<file path="config.mk">
export PLATFORM = sky130hd
export DESIGN_NAME = bpa_ram
export DESIGN_NICKNAME = d
export VERILOG_FILES = /design/src/sv/bpa_ram.sv
export SDC_FILE = /design/constraint.sdc
export NUM_CORES = 1
export LEC_CHECK = 0
export BUFFER_PORTS_ARGS = -buffer_cell sky130_fd_sc_hd__buf_2
export CORE_MARGIN = 2
export CORE_UTILIZATION = 60
export DETAILED_ROUTE_END_ITERATION = 8
export PLACE_DENSITY = 0.73
export SYNTH_ARGS = -nofsm -noshare
export SYNTH_HDL_FRONTEND = slang
export SYNTH_SLANG_ARGS = --single-unit
</file>
<file path="constraint.sdc">
create_clock -name clk -period 7.5 [get_ports clk]
set_input_delay 2.25 -clock clk [delete_from_list [all_inputs] [get_ports clk]]
set_output_delay 2.25 -clock clk [all_outputs]
set_load 0.005 [all_outputs]
</file>
<file path="src/sv/bpa_ram.sv">
// ----------------------------------------------------------------------------
// Simple dual-port RAM
// One write port and one read port with registered read data.
// ----------------------------------------------------------------------------
module bpa_ram #(
    parameter int ADDR_W = 6,
    parameter int DATA_W = 8
) (
    input  logic              clk,
    input  logic              wr_en,
    input  logic [ADDR_W-1:0] wr_addr,
    input  logic [DATA_W-1:0] wr_data,
    input  logic              rd_en,
    input  logic [ADDR_W-1:0] rd_addr,
    output logic [DATA_W-1:0] rd_data
);

    logic [DATA_W-1:0] mem [2**ADDR_W];

    always_ff @(posedge clk) begin
        if (wr_en) begin
            mem[wr_addr] <= wr_data;
        end
    end

    always_ff @(posedge clk) begin
        if (rd_en) begin
            rd_data <= mem[rd_addr];
        end
    end

endmodule

</file>
==> reports/results.tsv <==
metric	value	unit
GR Util All Layers	24.6	%
drt total wl	42000	um
Initial DRT Pass Iterations	7	
pwr dens	261	nW/um2
fin. max-slew vios	0	
Setup Crit Path Kind	in2reg	
synthesized instance count	940	
Syn. warnings	0	
part of the power in the clock network	39.5	%
Max Root-Sink Buffers	3	
Synth area leaders	edfxtp_1 (77%), mux4_2 (14%), nor2_1 (1.5%)	
Initial Utilization	60.7	%
post-layout power	5.81	mW
Final HPWL DP	24400	um
setup TNS	0	ps
fmax	0.214	GHz
clk root buf	clkbuf_16	
share of the synthesized area in the top cell type	77.1	%
first-pass GRT wire length	62800	um
Slowest cell on crit path	clkbuf_8	
cells along the critical path	clkbuf_8 > buf_4 > mux4_2 > mux4_2 > nor2_1 > o32ai_1	
simple-gate area share of the yosys netlist	3.37	%
commonest non-fill, non-tap cell in the layout	edfxtp_1	
clock skew	20.4	ps
number of remaining DRC errors	0	
TritonCTS Buffers	50	
share of post-route cells with drive strength above 1	23.7	%
CTS Sinks	520	
main combinational cell family by area after synthesis	multiplexers	
port bufs	30	
Seq/Total Area, Yosys	77.1	%
Via density	6.51	
pin count of the biggest net entering global routing	70	
Reg power frac	55.7	%
grt ovf	0	
floorplan core area	33400	um2
Synth cell types	39	
Final Hold Fails	0	
crit end category	flip-flop	
status	finished, final reports clean	
CTS tree	built	
area leader, netlist	edfxtp_1	
number of global-route vias before repair	9732	
Period minus WS final	4670	ps
Worst-path clk slew	60	ps
Synth-to-Final Area Change	9.78	%
Post-Synth XOR/XNOR Area	0	%
Fin Hold WS	917	ps
H-Tree Depth	2	
Skew-Pair Late Insertion Delay	570	ps
critical path arrival	4970	ps
Min-Delay Path Class	reg2reg	
Post-DRT Antenna Nets	0	
combinational power share	4.9	%
Die Footprint	35200	um2
Max Fanout on Critical Path	69	
drt initial violations	1177	
critical path required time	7790	ps
most frequent CP cell	mux4_2	
cts hold-fix bufs	0	
switch share	20.6	%
family with the most delay on the worst path	buffers and inverters	
Slew @ Worst Pin	1260	ps
nets	1005	
syn_area_per_cell	21.5	um2
# setup viols final	0	
WL/cell	28.6	um
worst path bufs/invs	2	
Synth Area in Compound Gates	2.06	%
antenna violations before repair	2	
mux share of post-synthesis cell area	15.9	%
unrepaired setup endpoints after global routing	false	
CP Launch Type	input port	
adder-cell share of the synthesized area	0	%
routed vias	9550	
total internal power	4.61	mW
Max rail drop VDD	0.180	mV
commonest cells after routing, fill and taps aside	edfxtp_1 (520), mux4_2 (126), nor2_1 (83)	
Max Cap Viol	0	
cell leakage power	6.86	nW
sw power	1.20	mW
Die Y	188	um
slew margin rel.	15.8	%
max incr delay on CP	610	ps
final worst-path cycle share	62.3	%
Yosys reg bits	520	
CTS-repair resized insts	0	
DIE WIDTH	188	um
synthesized area	20200	um2
Ports	31	
GPL Wtd Cong	0.826	
Net Count, Synth	963	
Post CTS Setup Buffer Count	0	
site row count	67	
## final cells by class
cell class                      count  area (um2)
Antenna cell                        1        2.50
Clock inverter                     23        93.8
Timing Repair Buffer               41         259
Clock buffer                       66        1380
Fill cell                        2161       11100
Tap cell                          448         561
Multi-Input combinational cell    369        4320
Sequential cell                   520       15600
## worst register-to-register path, delay by kind of cell (launching register included)
| family | cells | cell delay, ps |
|---|---|---|
| mux | 2 | 770 |
| compound gates | 2 | 430 |
| simple gates | 1 | 470 |
| flops | 1 | 360 |
## path summary, 6_finish.rpt
kind	startpoint	end	slack, ps	cells after the start
hold / removal	mem[34][0]	rd_data[0]	920	4
setup / recovery	rd_addr[0]	rd_data[4]	2830	6
setup reg to reg	mem[21][6]	rd_data[6]	5220	5
hold reg to reg	mem[34][0]	rd_data[0]	920	4
## power by group through the flow
stage	Sequential, mW	Clock, mW	Combinational (mW)
global placement	3.29	0	0.277
finish	3.23	2.29	0.282
detailed placement	3.29	0	0.283
floorplan	3.29	0	0.172
CTS	3.23	2.32	0.284
global route	3.23	2.41	0.302
## stage by stage
stage	util (%)	instances	area [um2]	setup slack, ps
floorplan	-	940	20200	3440
global placement	62.2	1378	20700	2260
detailed placement	62.2	1378	20700	2230
CTS	66.6	1467	22200	2830
global route	66.6	1467	22200	2670
finish	66.6	1468	22200	2830
## synthesized netlist by cell type (all sizes together)
library cell,count
o2bb2ai,3
nand3,13
o311ai,1
edfxtp,520
a221oi,6
nand2b,7
a31oi,1
nand2,19
o21a,2
mux4,126
o41ai,2
a21oi,3
nor4,2
clkbuf,17
nand4b,1
nand3b,3
or3,1
nor2b,14
mux2,13
nor3,7
mux2i,23
nor2,83
and2,1
o221a,2
o2111ai,3
o221ai,8
nand4,2
o21ai,4
a211oi,4
o32ai,2
a22oi,3
a2111oi,2
buf,34
o22ai,8
## metal layers
| layer | vias up | share of wire, % | global-route usage (%) |
|---|---|---|---|
| li1 | 4024 | - | - |
| met1 | 4987 | 40 | 36.4 |
| met2 | 464 | 48 | 37.9 |
| met3 | 75 | 9.1 | 5.37 |
| met4 | 0 | 2.6 | 7.39 |
| met5 | - | 0 | 0 |
## cells by family after synthesis
| logic type | after synthesis |
|---|---|
| muxes | 162 |
| AOI/OAI and AO/OA | 54 |
| buffers and inverters | 51 |
| DFF | 520 |
| and+or+nand+nor | 153 |
## registers in the layout, summed over array words and instances, names as in the netlist
register	flops
rd_data	8
mem	512
Note: power is estimated with default switching activity, not from simulation.
