## config.mk

```make
export PLATFORM = sky130hd
export DESIGN_NAME = bpa_divider
export DESIGN_NICKNAME = d
export VERILOG_FILES = /design/src/sv/bpa_pkg.sv /design/src/sv/bpa_divider.sv
export SDC_FILE = /design/constraint.sdc
export NUM_CORES = 1
export LEC_CHECK = 0
export ABC_AREA = 1
export BUFFER_PORTS_ARGS = -buffer_cell sky130_fd_sc_hd__buf_2
export CAP_MARGIN = 10
export CORE_MARGIN = 5
export CORE_UTILIZATION = 40
export DETAILED_ROUTE_END_ITERATION = 8
export HOLD_SLACK_MARGIN = 0.15
export PLACE_DENSITY = 0.74
export SYNTH_ARGS = -nofsm -noshare
export SYNTH_HDL_FRONTEND = slang
export SYNTH_SLANG_ARGS = --single-unit
```

## constraint.sdc

```tcl
create_clock -name aclk -period 2.48 [get_ports aclk]
set_input_delay 0.248 -clock aclk [delete_from_list [all_inputs] [get_ports aclk]]
set_output_delay 0.248 -clock aclk [all_outputs]
set_load 0.02 [all_outputs]
```

## src/sv/bpa_pkg.sv

```systemverilog
// ----------------------------------------------------------------------------
// Brightness pattern animator package
// Field widths, operation codes, default pattern tables and the control
// structs shared by the sequencer and the serial divider.
// ----------------------------------------------------------------------------
package bpa_pkg;

    localparam int NUM_STYLES      = 64;
    localparam int MAX_PATTERN_LEN = 64;
    localparam int FRACTION_BITS   = 16;

    // Fixed field widths of the streaming items.
    localparam int OP_W        = 2;
    localparam int STYLE_FLD_W = 6;
    localparam int POS_FLD_W   = 6;
    localparam int LETTER_W    = 5;
    localparam int LENGTH_W    = 7;
    localparam int DELTA_W     = 22;
    localparam int BASE_W      = 32;
    localparam int MULT_W      = 18;
    localparam int INTEN_W     = 34;
    localparam int FC_W        = 32;
    localparam int MULT_FRAC   = 16;

    localparam int IN_FIELDS_W  = STYLE_FLD_W + POS_FLD_W + LETTER_W + LENGTH_W
                                  + DELTA_W + BASE_W;
    localparam int IN_TDATA_W   = ((IN_FIELDS_W + 7) / 8) * 8;
    localparam int OUT_FIELDS_W = 1 + MULT_W + INTEN_W;
    localparam int OUT_TDATA_W  = ((OUT_FIELDS_W + 7) / 8) * 8;

    // Storage geometry.
    localparam int STYLE_W = $clog2(NUM_STYLES);
    localparam int POS_W   = $clog2(MAX_PATTERN_LEN);
    localparam int ADDR_W  = STYLE_W + POS_W;
    localparam int LEN_W   = $clog2(MAX_PATTERN_LEN + 1);

    // Interpolation and scaling widths.
    localparam int NUM_W   = FRACTION_BITS + LETTER_W;
    localparam int X_W     = NUM_W + MULT_FRAC + 1;
    localparam int Q_W     = X_W - (FRACTION_BITS + 2);
    localparam int SUM_W   = ((FRACTION_BITS > DELTA_W) ? FRACTION_BITS : DELTA_W) + 1;
    localparam int PROD_W  = BASE_W + MULT_W;

    // Serial divider geometry.
    localparam int DIV_W  = FC_W;
    localparam int STEP_W = $clog2(DIV_W + 1);

    localparam logic [LETTER_W-1:0] NORMAL_LETTER = LETTER_W'(12);
    localparam logic [LETTER_W-1:0] TOP_LETTER    = LETTER_W'(25);
    localparam logic [MULT_W-1:0]   UNITY_MULT    = MULT_W'(1) << MULT_FRAC;

    // Division by three as a multiply by the rounded-up reciprocal; exact
    // for every dividend below 2^Q_W.
    localparam int             RECIP_SHIFT = Q_W + 1;
    localparam logic [Q_W-1:0] RECIP_THREE = Q_W'(((1 << RECIP_SHIFT) + 2) / 3);

    typedef enum logic [OP_W-1:0] {
        OP_WRITE_LETTER = 2'd0,
        OP_SET_LENGTH   = 2'd1,
        OP_ADVANCE      = 2'd2,
        OP_EVALUATE     = 2'd3
    } op_t;

    typedef struct packed {
        logic              start;
        logic [STEP_W-1:0] steps;
    } div_ctrl_t;

    typedef struct packed {
        logic busy;
        logic done;
    } div_stat_t;

    // Default patterns, first letter in the highest used byte position of the
    // string literal (string literals are right-justified).
    localparam int DEFAULT_COUNT = 12;
    localparam int DEF_IDX_W     = $clog2(DEFAULT_COUNT);
    localparam int TXT_W         = 8 * MAX_PATTERN_LEN;

    localparam logic [TXT_W-1:0] DEF_TXT [DEFAULT_COUNT] = '{
        "m",
        "mmnmmommommnonmmonqnmmo",
        "abcdefghijklmnopqrstuvwxyzyxwvutsrqponmlkjihgfedcba",
        "mmmmmaaaaammmmmaaaaaabcdefgabcdefg",
        "mamamamamama",
        "jklmnopqrstuvwxyzyxwvutsrqponmlkj",
        "nmonqnmomnmomomno",
        "mmmaaaabcdefgmmmmaaaammmaamm",
        "mmmaaaammmaaammmabcdefaaaammmmabcdefmmmaaaa",
        "aaaaaaaazzzzzzzz",
        "mmamammmmammamamaaamammma",
        "abcdefghijklmnopqrrqponmlkjihgfedcba"
    };

    function automatic logic [LEN_W-1:0] txt_len(input logic [TXT_W-1:0] t);
        int n;
        n = 0;
        for (int i = 0; i < MAX_PATTERN_LEN; i++) begin
            if (t[8*i +: 8] != 8'h00) begin
                n = i + 1;
            end
        end
        if (n == 0) begin
            n = 1;
        end
        return LEN_W'(n);
    endfunction

    localparam logic [LEN_W-1:0] DEF_LEN [DEFAULT_COUNT] = '{
        txt_len(DEF_TXT[0]),  txt_len(DEF_TXT[1]),  txt_len(DEF_TXT[2]),
        txt_len(DEF_TXT[3]),  txt_len(DEF_TXT[4]),  txt_len(DEF_TXT[5]),
        txt_len(DEF_TXT[6]),  txt_len(DEF_TXT[7]),  txt_len(DEF_TXT[8]),
        txt_len(DEF_TXT[9]),  txt_len(DEF_TXT[10]), txt_len(DEF_TXT[11])
    };

    // Letter held at reset by one table entry.
    function automatic logic [LETTER_W-1:0] default_letter(
        input logic [STYLE_W-1:0] s,
        input logic [POS_W-1:0]   p
    );
        logic [DEF_IDX_W-1:0] idx;
        logic [7:0]           ch;
        int                   n;
        default_letter = NORMAL_LETTER;
        if (int'(s) < DEFAULT_COUNT) begin
            idx = DEF_IDX_W'(s);
            n   = int'(DEF_LEN[idx]);
            if (int'(p) < n) begin
                ch = DEF_TXT[idx][8*(n - 1 - int'(p)) +: 8];
                default_letter = LETTER_W'(ch - 8'h61);
            end
        end
    endfunction

    function automatic logic [LEN_W-1:0] default_length(input logic [STYLE_W-1:0] s);
        logic [LEN_W-1:0] len;
        len = LEN_W'(1);
        if (int'(s) < DEFAULT_COUNT) begin
            len = DEF_LEN[DEF_IDX_W'(s)];
        end
        return len;
    endfunction

endpackage

```

## src/sv/bpa_divider.sv

```systemverilog
// ----------------------------------------------------------------------------
// Serial restoring divider
// One compare-and-subtract step per cycle; produces the remainder of the
// frame count by the pattern length for the keyframe index.
// ----------------------------------------------------------------------------
module bpa_divider (
    input  logic                       aclk,
    input  logic                       aresetn,
    input  bpa_pkg::div_ctrl_t         ctrl,
    input  logic [bpa_pkg::DIV_W-1:0]  dividend,
    input  logic [bpa_pkg::LEN_W-1:0]  divisor,
    output bpa_pkg::div_stat_t         stat,
    output logic [bpa_pkg::LEN_W-1:0]  remainder
);
    import bpa_pkg::*;

    logic              busy_reg;
    logic              done_reg;
    logic [STEP_W-1:0] cnt_reg;
    logic [DIV_W-1:0]  shift_reg;
    logic [LEN_W-1:0]  rem_reg;
    logic [LEN_W-1:0]  dsr_reg;

    logic [LEN_W:0] trial;
    logic [LEN_W:0] diff;
    logic           take;

    // The partial remainder stays below the divisor, so the shifted trial
    // value always fits one bit more than the divisor.
    assign trial = {rem_reg, shift_reg[DIV_W-1]};
    assign take  = (trial >= {1'b0, dsr_reg});
    assign diff  = trial - {1'b0, dsr_reg};

    always_ff @(posedge aclk) begin
        if (!aresetn) begin
            busy_reg <= 1'b0;
            done_reg <= 1'b0;
            cnt_reg  <= '0;
        end else begin
            done_reg <= 1'b0;
            if (ctrl.start) begin
                busy_reg <= 1'b1;
                cnt_reg  <= ctrl.steps;
            end else if (busy_reg) begin
                cnt_reg <= cnt_reg - STEP_W'(1);
                if (cnt_reg == STEP_W'(1)) begin
                    busy_reg <= 1'b0;
                    done_reg <= 1'b1;
                end
            end
        end
    end

    always_ff @(posedge aclk) begin
        if (ctrl.start) begin
            shift_reg <= dividend;
            rem_reg   <= '0;
            dsr_reg   <= divisor;
        end else if (busy_reg) begin
            shift_reg <= {shift_reg[DIV_W-2:0], 1'b0};
            rem_reg   <= take ? diff[LEN_W-1:0] : trial[LEN_W-1:0];
        end
    end

    assign stat.busy = busy_reg;
    assign stat.done = done_reg;
    assign remainder = rem_reg;

endmodule

```

==> reports/metrics.json, run 1 <==
{
  "nNetsFinal": {"value": 432},
  "cp_data_required_time": {"value": 2690, "unit": "ps"},
  "report.final.hold_viol_count": {"value": 0},
  "sequentialPowerShare": {"value": 55.9, "unit": "%"},
  "syn_area": {"value": 2690, "unit": "sq um"},
  "area_delta_synth_final": {"value": 20.0, "unit": "%"},
  "synth-edff-count": {"value": 39},
  "total_leakage_power": {"value": 1.60, "unit": "nW"},
  "tritoncts": {"value": "done"},
  "worst_case_hold_slack": {"value": 194, "unit": "ps"},
  "global_route.overflow_total": {"value": 0},
  "cts-htree-levels": {"value": 2},
  "die_width": {"value": 92.0, "unit": "um"},
  "place.detailed.instances": {"value": 439},
  "portBuffers": {"value": 56},
  "design.die.area": {"value": 8470, "unit": "sq um"},
  "grt_pass1_wl": {"value": 9330, "unit": "um"},
  "dp_worst_setup_slack": {"value": 436, "unit": "ps"},
  "grt_max_degree": {"value": 33},
  "power.internal": {"value": 1.41, "unit": "mW"},
  "max_slew.worst_pin.slew": {"value": 424, "unit": "ps"},
  "clk_lat_worst_skew": {"value": 310, "unit": "ps"},
  "start_util": {"value": 40.3, "unit": "%"},
  "synth_simple_gate_area_share": {"value": 28.7, "unit": "%"},
  "vias": {"value": 2155},
  "ys_warn_count": {"value": 0},
  "gr_usage_total": {"value": 13.5, "unit": "%"},
  "setup_tns": {"value": 0, "unit": "ps"},
  "antenna_found_initial": {"value": 0},
  "ratio_of_final_minimum_period_to_clock_period": {"value": 83.3, "unit": "%"},
  "last_weighted_congestion_value_of_the_routability_driven_placer": {"value": 0.839},
  "die-height": {"value": 92.0, "unit": "um"},
  "detailed_place.area": {"value": 3050, "unit": "sq um"},
  "detailed_routing_iteration_count_for_the_pre_antenna_repair_pass": {"value": 4},
  "layout_setup_ws": {"value": 415, "unit": "ps"},
  "r2r_cells": {"value": 10},
  "standard_cell_core_area": {"value": 6680, "unit": "sq um"},
  "synth-xor-area-share": {"value": 1.63, "unit": "%"},
  "layout_min_cycle_time": {"value": 2060, "unit": "ps"},
  "ir_drop": {"value": 0.265, "unit": "mV"},
  "drc": {"value": 0},
  "hold_path_class": {"value": "in -> reg"},
  "mux_contribution_to_synthesized_area": {"value": 0, "unit": "%"},
  "maxCapViolCount": {"value": 0},
  "viasPerCell": {"value": 4.74},
  "power-per-cell-area": {"value": 606, "unit": "nW/um^2"},
  "detail-route-antenna-nets": {"value": 0},
  "detail_route.wirelength": {"value": 5510, "unit": "um"},
  "synth_cell_type_count": {"value": 28},
  "synth-compound-area-share": {"value": 3.81, "unit": "%"},
  "ys_async_sr_fraction": {"value": 0, "unit": "%"},
  "synth_top_cell_area_share": {"value": 43.5, "unit": "%"},
  "io-pin-count": {"value": 57},
  "synth.avg_cell_area": {"value": 8.69, "unit": "sq um"},
  "number_of_global_route_vias_before_repair": {"value": 2177},
  "num_antenna_cells": {"value": 0},
  "final-setup-viol-count": {"value": 0},
  "ctsRootBufferMaster": {"value": "sky130_fd_sc_hd__clkbuf_8"},
  "dominant_combinational_cell_family_by_area_after_synthesis": {"value": "simple AND/OR/NAND/NOR gates"},
  "fin_skew": {"value": 8.71, "unit": "ps"},
  "cts_repair_resize_count": {"value": 0},
  "detailed_place_hpwl": {"value": 3930, "unit": "um"},
  "drt_first_iter_violations": {"value": 91},
  "max_freq": {"value": 0.484, "unit": "GHz"},
  "rows": {"value": 30},
  "cts_buffers": {"value": 5},
  "start_kind": {"value": "flip-flop"},
  "synth_top_cell_by_area": {"value": "sky130_fd_sc_hd__edfxtp_1"},
  "grt_setup_unrepaired": {"value": "no"},
  "route.detailed.wl_per_inst": {"value": 12.1, "unit": "um"},
  "synthTopCellsByArea": {"value": "sky130_fd_sc_hd__edfxtp_1 43%, sky130_fd_sc_hd__nand2_1 20%, sky130_fd_sc_hd__dfxtp_1 11%"},
  "synthAdderAreaFrac": {"value": 4.93, "unit": "%"},
  "synth_seq_area_share": {"value": 54.6, "unit": "%"},
  "final_area": {"value": 3230, "unit": "sq um"},
  "critical_path.endpoint_type": {"value": "flip-flop"},
  "slew_headroom": {"value": 71.7, "unit": "%"},
  "clk_path_buf_depth": {"value": 2},
  "worst_setup_path_category": {"value": "reg -> reg"},
  "final_core_util": {"value": 48.4, "unit": "%"},
  "syn-instance-count": {"value": 310},
  "power.switching": {"value": 546, "unit": "uW"},
  "synth-main-ff-cell": {"value": "sky130_fd_sc_hd__edfxtp_1"},
  "clock_sink_count": {"value": 54},
  "clock_power_share": {"value": 27.0, "unit": "%"},
  "cts_setup_buffers": {"value": 0},
  "timing_max_transition_violations_final": {"value": 0},
  "data_arrival_at_the_endpoint_of_the_critical_path": {"value": 2270, "unit": "ps"},
  "power.share.combinational": {"value": 17.1, "unit": "%"},
  "critPathMaxFanout": {"value": 7},
  "synth-seq-cells": {"value": 54},
  "p_sw_share": {"value": 27.9, "unit": "%"},
  "report.power.total": {"value": 1.96, "unit": "mW"},
  "fillerInstances": {"value": 659},
  "outcome": {"value": "completed"},
  "largest_register_ff_count": {"value": 32},
  "hold-path-cell-count": {"value": 3},
  "postSynthNetCount": {"value": 368},
  "clkSlewWorstSetupHoldPaths": {"value": 110, "unit": "ps"},
  "finalNonFillerCells": {"value": 455},
  "drive_gt1_share": {"value": 19.5, "unit": "%"}
}
[worst paths after layout]
path / from / endpoint / slack (ps)
setup / recovery: shift_reg[31] / remainder[5] / 420
hold / removal: ctrl[4] / cnt_reg[4] / 190
setup reg to reg: shift_reg[31] / remainder[5] / 420
hold reg to reg: remainder[3] / remainder[3] / 490
[power groups by stage]
stage               Clock (mW)  Combinational (mW)  Sequential [mW]
floorplan                    0               0.220             1.12
global placement             0               0.318             1.11
detailed placement           0               0.326             1.12
CTS                      0.551               0.337             1.10
global route             0.578               0.385             1.11
finish                   0.529               0.335             1.10
[cell type report]
class | count | area, sq um | area share [%]
timing repair buffer | 68 | 403 | 12.5
clock buffer | 5 | 68.8 | 2.13
sequential | 54 | 1470 | 45.5
clock inverter | 3 | 28.8 | 0.890
tap | 80 | 100 | 3.10
inverter | 29 | 109 | 3.37
multi-input combinational | 216 | 1050 | 32.5
[cell usage in the layout (no fill, tap or decap), types with 2 or more instances in the layout]
cell type                         n
sky130_fd_sc_hd__a21oi_1          4
sky130_fd_sc_hd__xnor2_1          3
sky130_fd_sc_hd__nand2_1        146
sky130_fd_sc_hd__xor2_1           2
sky130_fd_sc_hd__nand4_1          2
sky130_fd_sc_hd__nand3b_1         5
sky130_fd_sc_hd__o21ai_0          2
sky130_fd_sc_hd__a31oi_1          3
sky130_fd_sc_hd__nor4_1           2
sky130_fd_sc_hd__dfxtp_1         15
sky130_fd_sc_hd__inv_1           29
sky130_fd_sc_hd__edfxtp_1        39
sky130_fd_sc_hd__clkbuf_8         5
sky130_fd_sc_hd__buf_2           56
sky130_fd_sc_hd__ha_1             9
sky130_fd_sc_hd__nand3_1         18
sky130_fd_sc_hd__nor2_1           9
sky130_fd_sc_hd__a22oi_1          3
sky130_fd_sc_hd__dlygate4sd3_1    8
sky130_fd_sc_hd__buf_4            3
[cells by family after synthesis]
| logic type | Yosys count |
|---|---|
| flip-flops | 54 |
| XOR/XNOR | 5 |
| AND/OR/NAND/NOR | 186 |
| AO/OA/AOI/OAI | 15 |
| adder cells (fa/ha/maj) | 10 |
| buffers and inverters | 40 |
[synthesized netlist by cell type, types with 2 or more instances]
cell and count:
sky130_fd_sc_hd__edfxtp_1 39, sky130_fd_sc_hd__a21oi_1 4, sky130_fd_sc_hd__buf_4 2, sky130_fd_sc_hd__nand2_1 146, sky130_fd_sc_hd__o21ai_0 2, sky130_fd_sc_hd__buf_2 4, sky130_fd_sc_hd__nor4_1 2, sky130_fd_sc_hd__ha_1 9
sky130_fd_sc_hd__nand4_1 2, sky130_fd_sc_hd__nand3b_1 5, sky130_fd_sc_hd__a31oi_1 3, sky130_fd_sc_hd__a22oi_1 3, sky130_fd_sc_hd__nor2_1 9, sky130_fd_sc_hd__nand3_1 18, sky130_fd_sc_hd__xor2_1 2, sky130_fd_sc_hd__clkbuf_1 4
sky130_fd_sc_hd__inv_1 29, sky130_fd_sc_hd__xnor2_1 3, sky130_fd_sc_hd__dfxtp_1 15
[timing repair]
action / 4_1_cts / 5_1_grt
endpoints found under the setup margin: 0 / 0
hold endpoints to repair: 8 / 0
hold buffers: 8 / 0
[critical path: stages (launching register included)]
cell and delay, ps:
sky130_fd_sc_hd__edfxtp_1 390, sky130_fd_sc_hd__inv_1 80, sky130_fd_sc_hd__ha_1 160, sky130_fd_sc_hd__inv_1 70, sky130_fd_sc_hd__fa_1 420, sky130_fd_sc_hd__nand3_1 90
sky130_fd_sc_hd__nand3_1 140, sky130_fd_sc_hd__o21ai_2 330, sky130_fd_sc_hd__nand3_1 110, sky130_fd_sc_hd__nand3_1 100, sky130_fd_sc_hd__nand2_1 80
[routing by layer]
layer	vias to the layer above	track usage, %	wire, um
li1	1125	-	-
met1	967	16.8	2510
met2	54	23.6	2670
met3	9	3.20	265
met4	0	3.47	65
met5	-	0	0
Power figures use the tool's default switching activity.
==> run 2: changes to the inputs <==
--- a/config.mk
+++ b/config.mk
@@ -5,14 +5,14 @@
 export SDC_FILE = /design/constraint.sdc
 export NUM_CORES = 1
 export LEC_CHECK = 0
-export ABC_AREA = 1
+export ABC_AREA = 0
 export BUFFER_PORTS_ARGS = -buffer_cell sky130_fd_sc_hd__buf_2
 export CAP_MARGIN = 10
 export CORE_MARGIN = 5
 export CORE_UTILIZATION = 40
 export DETAILED_ROUTE_END_ITERATION = 8
 export HOLD_SLACK_MARGIN = 0.15
-export PLACE_DENSITY = 0.74
+export PLACE_DENSITY = 0.73
 export SYNTH_ARGS = -nofsm -noshare
 export SYNTH_HDL_FRONTEND = slang
 export SYNTH_SLANG_ARGS = --single-unit
==> constraint.sdc (replaced) <==
create_clock -name aclk -period 2.1 [get_ports aclk]
set_input_delay 0.21 -clock aclk [delete_from_list [all_inputs] [get_ports aclk]]
set_output_delay 0.21 -clock aclk [all_outputs]
set_load 0.02 [all_outputs]
==> run 2 against run 1 <==
Against the previous run:
- critical path depth down 2
- clock power increased by 36%
- cell count down 19%
- highest routed layer unchanged
- register-to-register slack worse by 260 ps
- power increased by 24%
- sequential share of layout area decreased by 1.4 points
- sequential power up 17%
- area after synthesis grew 0.88%
- non-clock buffer count is 5 higher
- utilization increased by 1.2 points
- sequential cell count did not move
- maximum frequency is 6.1% higher
==> reports/metrics.json, run 2 <==
{
  "hold_path_class": {"value": "in -> reg"},
  "layout_min_cycle_time": {"value": 1950, "unit": "ps", "change": "-118 ps"},
  "clock_sink_count": {"value": 54, "change": "unchanged"},
  "synthTopCellsByArea": {"value": "sky130_fd_sc_hd__edfxtp_1 43%, sky130_fd_sc_hd__mux2_2 13%, sky130_fd_sc_hd__dfxtp_1 11%"},
  "clkSlewWorstSetupHoldPaths": {"value": 100, "unit": "ps", "change": "about the same"},
  "layout.cells.most_common": {"value": "sky130_fd_sc_hd__buf_2"},
  "critical-path-top-cell-by-count": {"value": "sky130_fd_sc_hd__inv_1"},
  "worst_path_cell_with_the_longest_stage_delay": {"value": "sky130_fd_sc_hd__or4_1"},
  "detail_route.wirelength": {"value": 5370, "unit": "um", "change": "-2.6%"},
  "ctsRootBufferMaster": {"value": "sky130_fd_sc_hd__clkbuf_8"},
  "final-setup-viol-count": {"value": 0, "change": "unchanged"},
  "max_freq": {"value": 0.514, "unit": "GHz", "change": "+6.1%"},
  "maxCapViolCount": {"value": 0, "change": "unchanged"},
  "synth_seq_area_share": {"value": 54.2, "unit": "%", "change": "-0.48 points"},
  "antenna_found_initial": {"value": 0, "change": "unchanged"},
  "synth-edff-count": {"value": 39, "change": "unchanged"},
  "outcome": {"value": "completed"},
  "rows": {"value": 30, "change": "unchanged"},
  "final_core_util": {"value": 49.6, "unit": "%", "change": "+1.2 points"},
  "last_weighted_congestion_value_of_the_routability_driven_placer": {"value": 0.813, "change": "-3.1%"},
  "detailed_place_hpwl": {"value": 3920, "unit": "um", "change": "-0.24%"},
  "num_antenna_cells": {"value": 0, "change": "unchanged"},
  "fillerInstances": {"value": 614, "change": "-6.8%"},
  "slew_headroom": {"value": 63.5, "unit": "%", "change": "-8.2 points"},
  "total_leakage_power": {"value": 1.35, "unit": "nW", "change": "-16%"},
  "gr_usage_total": {"value": 12.8, "unit": "%", "change": "-0.75 points"},
  "synth_top_cell_by_area": {"value": "sky130_fd_sc_hd__edfxtp_1"},
  "cp_data_required_time": {"value": 2320, "unit": "ps", "change": "-370 ps"},
  "layout_setup_ws": {"value": 154, "unit": "ps", "change": "-262 ps"},
  "largest_register_ff_count": {"value": 32, "change": "unchanged"},
  "number_of_global_route_vias_before_repair": {"value": 1906, "change": "-12%"},
  "syn-instance-count": {"value": 219, "change": "-29%"},
  "nNetsFinal": {"value": 345, "change": "-20%"},
  "r2r_cells": {"value": 8, "change": "-2"},
  "worst_setup_path_category": {"value": "reg -> reg"},
  "drive_gt1_share": {"value": 39.6, "unit": "%", "change": "+20 points"},
  "worst_case_hold_slack": {"value": 164, "unit": "ps", "change": "-29.3 ps"},
  "global_route.overflow_total": {"value": 0, "change": "unchanged"},
  "hold-path-cell-count": {"value": 3, "change": "unchanged"},
  "tritoncts": {"value": "done"},
  "grt_pass1_wl": {"value": 8700, "unit": "um", "change": "-6.7%"},
  "die_width": {"value": 92.4, "unit": "um", "change": "+0.39%"},
  "synth.avg_cell_area": {"value": 12.4, "unit": "sq um", "change": "+43%"},
  "power-per-cell-area": {"value": 729, "unit": "nW/um^2", "change": "+20%"},
  "standard_cell_core_area": {"value": 6720, "unit": "sq um", "change": "+0.56%"},
  "finalNonFillerCells": {"value": 368, "change": "-19%"},
  "clk_path_buf_depth": {"value": 2, "change": "unchanged"},
  "grt_max_degree": {"value": 32, "change": "-3.0%"},
  "cts-htree-levels": {"value": 2, "change": "unchanged"},
  "layout.cells.most_common_list": {"value": "56 x sky130_fd_sc_hd__buf_2, 39 x sky130_fd_sc_hd__edfxtp_1, 31 x sky130_fd_sc_hd__mux2_2, 15 x sky130_fd_sc_hd__nor2_1, 15 x sky130_fd_sc_hd__dfxtp_1"},
  "drc": {"value": 0, "change": "unchanged"},
  "cp_slowest_stage_delay": {"value": 490, "unit": "ps", "change": "+70 ps"},
  "route.detailed.wl_per_inst": {"value": 14.6, "unit": "um", "change": "+20%"},
  "design.die.area": {"value": 8540, "unit": "sq um", "change": "+0.78%"},
  "critPathMaxFanout": {"value": 4, "change": "-3"},
  "start_util": {"value": 40.4, "unit": "%", "change": "+0.13 points"},
  "cp_cell_sequence": {"value": "inv_1 -> ha_1 -> inv_1 -> fa_2 -> nand3_2 -> a31oi_1 -> or4_1 -> o311ai_1"},
  "ys_async_sr_fraction": {"value": 0, "unit": "%", "change": "unchanged"},
  "synth_top_cell_area_share": {"value": 43.1, "unit": "%", "change": "-0.38 points"},
  "timing_max_transition_violations_final": {"value": 0, "change": "unchanged"},
  "synth-seq-cells": {"value": 54, "change": "unchanged"},
  "cts_buffers": {"value": 5, "change": "unchanged"},
  "ys_warn_count": {"value": 0, "change": "unchanged"},
  "start_kind": {"value": "flip-flop"},
  "postSynthNetCount": {"value": 277, "change": "-25%"},
  "post_synth_most_frequent_cells": {"value": "39 x sky130_fd_sc_hd__edfxtp_1, 31 x sky130_fd_sc_hd__mux2_2, 15 x sky130_fd_sc_hd__dfxtp_1, 15 x sky130_fd_sc_hd__nor2_1, 13 x sky130_fd_sc_hd__inv_1"},
  "ir_drop": {"value": 0.329, "unit": "mV", "change": "+24%"},
  "vias": {"value": 1907, "change": "-12%"},
  "max_slew.worst_pin.slew": {"value": 548, "unit": "ps", "change": "+124 ps"},
  "synth_most_common_cell": {"value": "sky130_fd_sc_hd__edfxtp_1"},
  "report.final.hold_viol_count": {"value": 0, "change": "unchanged"},
  "drt_first_iter_violations": {"value": 60, "change": "-34%"},
  "detail-route-antenna-nets": {"value": 0, "change": "unchanged"},
  "die-height": {"value": 92.4, "unit": "um", "change": "+0.39%"},
  "critical_path.endpoint_type": {"value": "flip-flop"},
  "place.detailed.instances": {"value": 348, "change": "-21%"},
  "grt_setup_unrepaired": {"value": "no"},
  "dp_worst_setup_slack": {"value": 87.1, "unit": "ps", "change": "-349 ps"},
  "synth-main-ff-cell": {"value": "sky130_fd_sc_hd__edfxtp_1"},
  "io-pin-count": {"value": 57, "change": "unchanged"},
  "detailed_routing_iteration_count_for_the_pre_antenna_repair_pass": {"value": 4, "change": "unchanged"},
  "ratio_of_final_minimum_period_to_clock_period": {"value": 92.7, "unit": "%", "change": "+9.4 points"},
  "viasPerCell": {"value": 5.18, "change": "+9.4%"},
  "syn_area": {"value": 2720, "unit": "sq um", "change": "+0.88%"},
  "clk_lat_worst_skew": {"value": 310, "unit": "ps", "change": "about the same"},
  "area_delta_synth_final": {"value": 22.7, "unit": "%"},
  "setup_tns": {"value": 0, "unit": "ps", "change": "unchanged"},
  "synth_cell_type_count": {"value": 50, "change": "+79%"},
  "fin_skew": {"value": 9.12, "unit": "ps", "change": "+0.406 ps"},
  "portBuffers": {"value": 56, "change": "unchanged"},
  "data_arrival_at_the_endpoint_of_the_critical_path": {"value": 2170, "unit": "ps", "change": "-100 ps"}
}
-- run 2: metrics by stage --
stage                     power [mW]  area, sq um
after global placement          1.70         3090
final                           2.43         3330
after global routing            2.56         3330
after detailed placement        1.71         3090
after floorplan                 1.59         2720
after CTS                       2.46         3320
-- run 2: worst max-delay path, delay by kind of cell (launching register included) --
kind,cells,cell delay [ps]
compound gates,2,220
fa+ha+maj,2,510
buf+inv,2,130
flops,1,400
simple gates,2,590
-- run 2: timing repair --
item,in CTS,in global routing
buffers inserted,0,1
setup endpoints to repair,0,3
hold buffers,11,0
hold endpoints to repair,11,0
resized for setup,0,2
-- run 2: path summary, 6_finish.rpt --
path | start | to | slack [ps]
min | ctrl[0] | cnt_reg[0] | 160
max | shift_reg[31] | remainder[0] | 150
min reg2reg | cnt_reg[4] | cnt_reg[4] | 520
max reg2reg | shift_reg[31] | remainder[0] | 150
-- run 2: cells by family after synthesis --
family / share of synthesized area [%]
and+or+nand+nor: 11.4
DFF: 54.2
xor gates and xnor gates: 2.26
AOI/OAI and AO/OA: 9.26
buffers and inverters: 4.47
muxes: 13.6
adders and majority gates: 4.88
-- run 2: metal layers --
layer	vias up	part of all wire, %	wire, um	track usage, %
li1	946	-	-	-
met1	919	44	2340	15.9
met2	36	51	2710	22.1
met3	6	4.4	235	2.60
met4	0	1.4	74	4.21
met5	-	0	0	0
-- run 2: cell type report --
| class | count | area [sq um] | share of cell area (%) |
|---|---|---|---|
| clock inverters | 3 | 47.5 | 1.43 |
| well taps | 80 | 100 | 3.00 |
| inverters | 14 | 52.6 | 1.58 |
| repair buffers | 73 | 460 | 13.8 |
| multi-input cells | 139 | 1130 | 33.9 |
| flip-flops and latches | 54 | 1470 | 44.2 |
| clock buffers | 5 | 68.8 | 2.07 |
-- run 2: where the power goes --
| group | switching, mW | internal, mW |
|---|---|---|
| Combinational | 0.202 | 0.212 |
| Sequential | 0.0386 | 1.26 |
| Clock | 0.355 | 0.364 |
| Total | 0.596 | 1.83 |
